<file path="src/hw/rtl/mrpt_pkg.sv">
// Shared constants and types of the Miller-Rabin prime tester.
`default_nettype none

package mrpt_pkg;

   // Width of the tested value.
   localparam int WIDTH = 64;

   // Multiplier bit count: wide enough for both the tested value and the bases.
   localparam int MUL_BITS = (WIDTH > 32) ? WIDTH : 32;

   // Witness bases, exact for every value below 2^64. They are listed from the
   // last to the first, so that base k sits at bits k * BASE_W upward.
   localparam int BASE_W    = 32;
   localparam int NUM_BASES = 7;
   localparam int KW        = $clog2(NUM_BASES);
   localparam logic [NUM_BASES*BASE_W-1:0] BASES = {
      32'd1795265022, 32'd9780504, 32'd450775, 32'd28178, 32'd9375, 32'd325, 32'd2
   };

   // Width of the power-of-two count of n - 1 and of the squaring counter.
   localparam int SW = $clog2(WIDTH);

   // Outcome of the small-number screen.
   typedef struct packed {
      logic done;
      logic settled;
      logic is_prime;
   } screen_type;

endpackage

`default_nettype wire

</file>
<file path="src/hw/rtl/mrpt_modmul.sv">
// Bit-serial shift-add modular multiplier: one multiplier bit per cycle.
`default_nettype none

module mrpt_modmul import mrpt_pkg::*; (
   input  logic                clock,
   input  logic                reset,
   input  logic                start,
   input  logic [WIDTH-1:0]    x,
   input  logic [MUL_BITS-1:0] y,
   input  logic [WIDTH-1:0]    m,
   output logic                done,
   output logic [WIDTH-1:0]    result
);

   localparam int MCW = $clog2(MUL_BITS);

   logic                active_ff, active_in;
   logic                done_ff, done_in;
   logic [MCW-1:0]      cnt_ff, cnt_in;
   logic [MUL_BITS-1:0] y_ff, y_in;
   logic [WIDTH-1:0]    x_ff, x_in;
   logic [WIDTH-1:0]    m_ff, m_in;
   logic [WIDTH:0]      m2_ff, m2_in;
   logic [WIDTH-1:0]    r_ff, r_in;
   logic [WIDTH+1:0]    sum;
   logic [WIDTH+1:0]    sub_one;
   logic [WIDTH+1:0]    sub_two;
   logic [WIDTH-1:0]    r_next;

   // One step: r = (2r + bit * x) mod m. The sum stays below 3m, so a choice
   // between the sum, sum - m and sum - 2m reduces it exactly.
   always_comb begin
      sum     = {1'b0, r_ff, 1'b0} + (y_ff[MUL_BITS-1] ? {2'b00, x_ff} : '0);
      sub_one = sum - {2'b00, m_ff};
      sub_two = sum - {1'b0, m2_ff};
      if (sum >= {1'b0, m2_ff}) begin
         r_next = sub_two[WIDTH-1:0];
      end else if (sum >= {2'b00, m_ff}) begin
         r_next = sub_one[WIDTH-1:0];
      end else begin
         r_next = sum[WIDTH-1:0];
      end
   end

   // Operands are captured on start; the multiplier bits then leave the top of
   // the shift register one per cycle.
   always_comb begin
      active_in = active_ff;
      done_in   = 1'b0;
      cnt_in    = cnt_ff;
      y_in      = y_ff;
      x_in      = x_ff;
      m_in      = m_ff;
      m2_in     = m2_ff;
      r_in      = r_ff;
      if (start) begin
         active_in = 1'b1;
         cnt_in    = MCW'(MUL_BITS - 1);
         y_in      = y;
         x_in      = x;
         m_in      = m;
         m2_in     = {m, 1'b0};
         r_in      = '0;
      end else if (active_ff) begin
         r_in   = r_next;
         y_in   = {y_ff[MUL_BITS-2:0], 1'b0};
         cnt_in = cnt_ff - MCW'(1);
         if (cnt_ff == '0) begin
            active_in = 1'b0;
            done_in   = 1'b1;
         end
      end
   end

   always_ff @(posedge clock) begin
      if (reset) begin
         active_ff <= 1'b0;
         done_ff   <= 1'b0;
      end else begin
         active_ff <= active_in;
         done_ff   <= done_in;
      end
      cnt_ff <= cnt_in;
      y_ff   <= y_in;
      x_ff   <= x_in;
      m_ff   <= m_in;
      m2_ff  <= m2_in;
      r_ff   <= r_in;
   end

   assign done   = done_ff;
   assign result = r_ff;

endmodule

`default_nettype wire

</file>
<file path="config.mk">
export PLATFORM = sky130hd
export DESIGN_NAME = mrpt_modmul
export DESIGN_NICKNAME = d
export VERILOG_FILES = /design/src/hw/rtl/mrpt_pkg.sv /design/src/hw/rtl/mrpt_modmul.sv
export SDC_FILE = /design/constraint.sdc
export NUM_CORES = 1
export LEC_CHECK = 0
export BUFFER_PORTS_ARGS = -buffer_cell sky130_fd_sc_hd__buf_2
export CORE_AREA = 4 4 259 160
export DETAILED_ROUTE_END_ITERATION = 7
export DIE_AREA = 0 0 263 164
export PLACE_DENSITY = 0.75
export SETUP_SLACK_MARGIN = 0.05
export SLEW_MARGIN = 20
export SYNTH_ARGS = -nofsm -noshare
export SYNTH_HDL_FRONTEND = slang
export SYNTH_SLANG_ARGS = --single-unit
</file>
<file path="constraint.sdc">
create_clock -name clock -period 17.3 [get_ports clock]
set_input_delay 5.19 -clock clock [delete_from_list [all_inputs] [get_ports clock]]
set_output_delay 5.19 -clock clock [all_outputs]
set_load 0.01 [all_outputs]
</file>
After elaboration in Yosys (flattened, before gate mapping)
Cells that the tools add are included.
W data, S select, Z words.
Word-level totals
  register bits: 264
  latch bits: 0
  memory bits (writable): 0
  memory bits (read-only): 0
  input bits: 195
  word-level logic and storage cells: 26
  memories: 0
Operators by class
  add/subtract/negate cells: 4
  multipliers: 0
  div/mod/pow operators: 0
  order comparisons: 2
  eq/ne operators: 0
  shift operators: 0
  multiplexer cells: 9
  bitwise gates (word level): 1
  reductions and logical operators: 3
Operators with widths (count)
  $mux W64: 5
  $sub A64 B64 Y64: 2
  $add A65 B64 Y66: 1
  $ge A66 B64 Y1: 1
  $ge A66 B65 Y1: 1
  $logic_not A6 Y1: 1
  $sub A6 B1 Y6 const B: 1
  $mux W1: 4
  $reduce_or A3 Y1: 1
  $reduce_bool A2 Y1: 1
  $not A1 Y1: 1

Longest topological paths before layout
  depth in word-level cells: 5
  depth in mapped cells: 31

Worst setup path before layout
OpenSTA, ideal clock, no wires.
  path kind: input-to-reg
  from: in start
  to: reg y_ff[0] (enable)
  library setup time: 0.418 ns
  arrival: 7.086 ns
  data required time: 16.882 ns
  setup slack: 9.796 ns
  stages: 4
  buffers on the path: 2
  path through: clkbuf_1 > nor2_1 > clkbuf_1 > inv_1
On the way
  longest elaborated chain between the ends: 1
Ends and longest elaborated chain
  start: declaration: RTL line mrpt_modmul.sv:7  | input logic start,
  $reduce_bool A2 Y1 (no source line)
  end signal: assignment: RTL line mrpt_modmul.sv:84  | y_ff <= y_in;
  end: declaration: RTL line mrpt_modmul.sv:20  | logic [MUL_BITS-1:0] y_ff, y_in;
No other way between the ends.
A chain may end at the register's enable or synchronous reset.

Worst setup path in the final report
  from: reg y_ff[63]
  to: reg r_ff[50] (netlist: result[50])
On the way
  longest elaborated chain between the ends: 5
  elaborated cells between the ends (all ways): 8
  those cells by class: add/sub: 3; order compare: 2; mux: 3
Ends and longest elaborated chain
  $mux W64 (*): RTL line mrpt_modmul.sv:33  | sum = {1'b0, r_ff, 1'b0} + (y_ff[MUL_BITS-1] ? {2'b00, x_ff} : '0);
  $add A65 B64 Y66 (*): RTL line mrpt_modmul.sv:33
  $sub A64 B64 Y64 / $ge A66 B64 Y1 (equally long branches): RTL line mrpt_modmul.sv:34, mrpt_modmul.sv:38
  $mux W64: RTL line mrpt_modmul.sv:38  | end else if (sum >= {2'b00, m_ff}) begin
  $mux W64 (*): RTL line mrpt_modmul.sv:36  | if (sum >= {1'b0, m2_ff}) begin
  end signal: assignment: RTL line mrpt_modmul.sv:88  | r_ff <= r_in;
  end: declaration: RTL line mrpt_modmul.sv:24  | logic [WIDTH-1:0] r_ff, r_in;
Every way passes the cells marked *; elsewhere a longest branch is shown, timed or not.

==> run metrics <==
drt drc 0; gpl congestion 1.03; Setup-failing EPs final 0; largest net degree at the start of global routing 78; Syn Inst Count 2318; Detail Placement HPWL 58.6 mm; antenna-violating nets left 0; Worst Slack Setup Final 7590 ps; CP Class reg -> reg; Max Root-Sink Buffers 3; Max Cap Viol 0; Vias per Instance 6.46; CTS-repair resized insts 0; main area contributors after synthesis edfxtp_1, ha_1, dfxtp_1; Overall Global Routing Usage 0.328; Area Growth Syn to Fin 11.9%; post-CTS setup buffers 0; crit path max fanout 64; drt first pass iters 6; run status completed; # IOs 260; full die area 43100 um2; Worst Tran Pin Value 1330 ps; CP max stage delay 860 ps; net count after synthesis 2709; Primary FF master, synth edfxtp_1; Synth cell types 78; Synth Warn # 0; # clock sinks 264; Setup Skew 34.5 ps; clk root buf clkbuf_16; VDD IR-drop max 0.113 mV; Core Rows 56; Post-synth ARST share 0; leakage power 10.5 nW; Die Wd 263 um; Placed Cells 3017; CORE AREA 38800 um2; share of the synthesized area in the top cell type 0.272; Hold-fix buffers, CTS 0; number of flops mapped to enable cells by yosys 192; Setup crit start y_ff[63]$_DFFE_PP_; Yosys reg bits 264; Clk pin slew, worst setup/hold paths 80 ps; CTS tree done; Critical R2R Capture result[50]$_SDFFE_PP0P_; DP Worst Slack 8050 ps; FILL cells 3400; Total Wirelength 74.1 mm; H-tree levels 1; number of global-route vias before repair 18485; syn_area_per_cell 9.16 um2; Hold Fails Final Rpt 0; Initial Utilization 0.547; max_slew headroom 0.104; DR vias 19821; # nets final 2916; fmax 103 MHz; 1st-iter DRT viols 2887; Port Buffer Count 259; final core occ 0.612; die height 164 um; critical path data required time 17790 ps; first-pass GRT wire length 111 mm; R2R Path Start y_ff[63]$_DFFE_PP_; final slew viol count 0; FF-to-FF path depth 26; min Tclk post-route 9710 ps; Setup crit end result[50]$_SDFFE_PP0P_; worst skew pair latency 600 ps; Period Utilization, post-route 0.562; Crit path depth 26; mapped cell area 21200 um2; CP Buf/Inv Count 3; Power Dens Cells 207 nW/um2; Setup crit start kind register; worst reg-to-reg setup slack 7590 ps; non-filler cells, final 3070; Seq/Total Area, Yosys 0.340; cell taking the most area after synthesis edfxtp_1; Crit-path slowest cell nor4_1; total power after layout 4.92 mW; crit-path leading delay family compound AO/OA/AOI/OAI gates; setup TNS 0 ps; initial antenna violation count 2; Arr. time, crit path 10210 ps; RSZ-0062 raised after global routing false; crit end category register; share of layout cells above drive strength 1 0.162; wire per inst 24.1 um; total gr overflow 0; class of the worst hold path reg -> reg; CTS Buf Count 28
==> where the power goes <==
part	leakage [nW]	switching (mW)	internal, mW	total, mW
Sequential	2.49	0.102	0.791	0.893
Combinational	7.60	2.16	1.28	3.44
Clock	0.397	0.280	0.306	0.587
==> area by class of cell <==
class | instances | area (um2) | share of cell area
well taps | 522 | 653 | 0.0275
clock inverters | 17 | 125 | 0.00527
multi-input cells | 1843 | 13200 | 0.555
clock buffers | 35 | 737 | 0.0310
flip-flops and latches | 264 | 7210 | 0.303
inverters | 114 | 428 | 0.0180
repair buffers | 274 | 1420 | 0.0597
diodes | 1 | 2.50 | 0.000105
==> cell families after synthesis <==
family / count (synthesis) / share of synthesized area
buffers and inverters: 211 / 0.0401
xor gates and xnor gates: 185 / 0.0763
AOI/OAI and AO/OA: 771 / 0.235
and+or+nand+nor: 573 / 0.133
muxes: 118 / 0.0594
adders and majority gates: 196 / 0.117
DFF: 264 / 0.340
==> layout by cell type (no fill, tap or decap), types with 18 or more instances in the layout <==
cell and count:
a31oi_1 29, clkbuf_16 28, a21o_1 95, nand3_1 38, a21oi_1 213, nand4_1 39
and2_1 73, nor2b_1 21, mux2_2 63, xor2_1 68, nor3_1 31, and3_1 23
nand2_1 167, o211ai_1 18, nor2_1 117, ha_1 193, dfxtp_1 72, xnor2_1 117
o21ai_1 26, inv_1 113, edfxtp_1 192, a22oi_1 41, o21a_1 22, o21ai_0 140
buf_2 258, o21bai_1 30, mux2i_1 55, a211oi_1 22
==> state kept, by name (all words and copies together), names as in the netlist <==
register / flops
active_ff: 1
result: 64
m2_ff: 64
x_ff: 64
y_ff: 64
cnt_ff: 6
done: 1
==> per-stage QoR <==
step | instance area (um2) | hold WS (ps)
2_1_floorplan | 21200 | 468
3_3_place_gp | 22900 | 486
3_5_place_dp | 22900 | 492
4_1_cts | 23700 | 511
5_1_grt | 23800 | 552
6_report | 23800 | 521
==> cell usage after synthesis (all sizes together), types with 31 or more instances <==
cell type  count
a21oi        215
ha           193
edfxtp       192
nand2        167
o21ai        167
nor2         119
xnor2        117
inv          114
a21o          95
clkbuf        84
and2          73
dfxtp         72
xor2          68
mux2          63
mux2i         55
a22oi         41
nand4         39
nand3         38
nor3          32
a31oi         31
==> metal layers <==
metal,vias to the layer above,share of wire,GRT usage
met5,-,0.00035,0
met4,4,0.018,0.0596
met3,82,0.13,0.101
met2,1200,0.38,0.431
met1,9436,0.47,0.523
li1,9099,-,-
==> tightest hold or removal path: cells and delay by family (launching register included) <==
family,cells,cell delay (ps)
AO/OA/AOI/OAI,1,80
flip-flops,1,350
AND/OR/NAND/NOR,1,60
==> worst min path at each step <==
stage / start / end / slack, ps / cells past startpoint
floorplan: cnt_ff[1]$_SDFFE_PP1P_ / cnt_ff[1]$_SDFFE_PP1P_ / 470 / 2
global placement: cnt_ff[1]$_SDFFE_PP1P_ / cnt_ff[1]$_SDFFE_PP1P_ / 490 / 2
detailed placement: cnt_ff[1]$_SDFFE_PP1P_ / cnt_ff[1]$_SDFFE_PP1P_ / 490 / 2
CTS: cnt_ff[1]$_SDFFE_PP1P_ / cnt_ff[1]$_SDFFE_PP1P_ / 510 / 2
global route: cnt_ff[1]$_SDFFE_PP1P_ / cnt_ff[1]$_SDFFE_PP1P_ / 550 / 2
finish: cnt_ff[1]$_SDFFE_PP1P_ / cnt_ff[1]$_SDFFE_PP1P_ / 520 / 2
No activity file was read; power rests on OpenSTA's default activity.
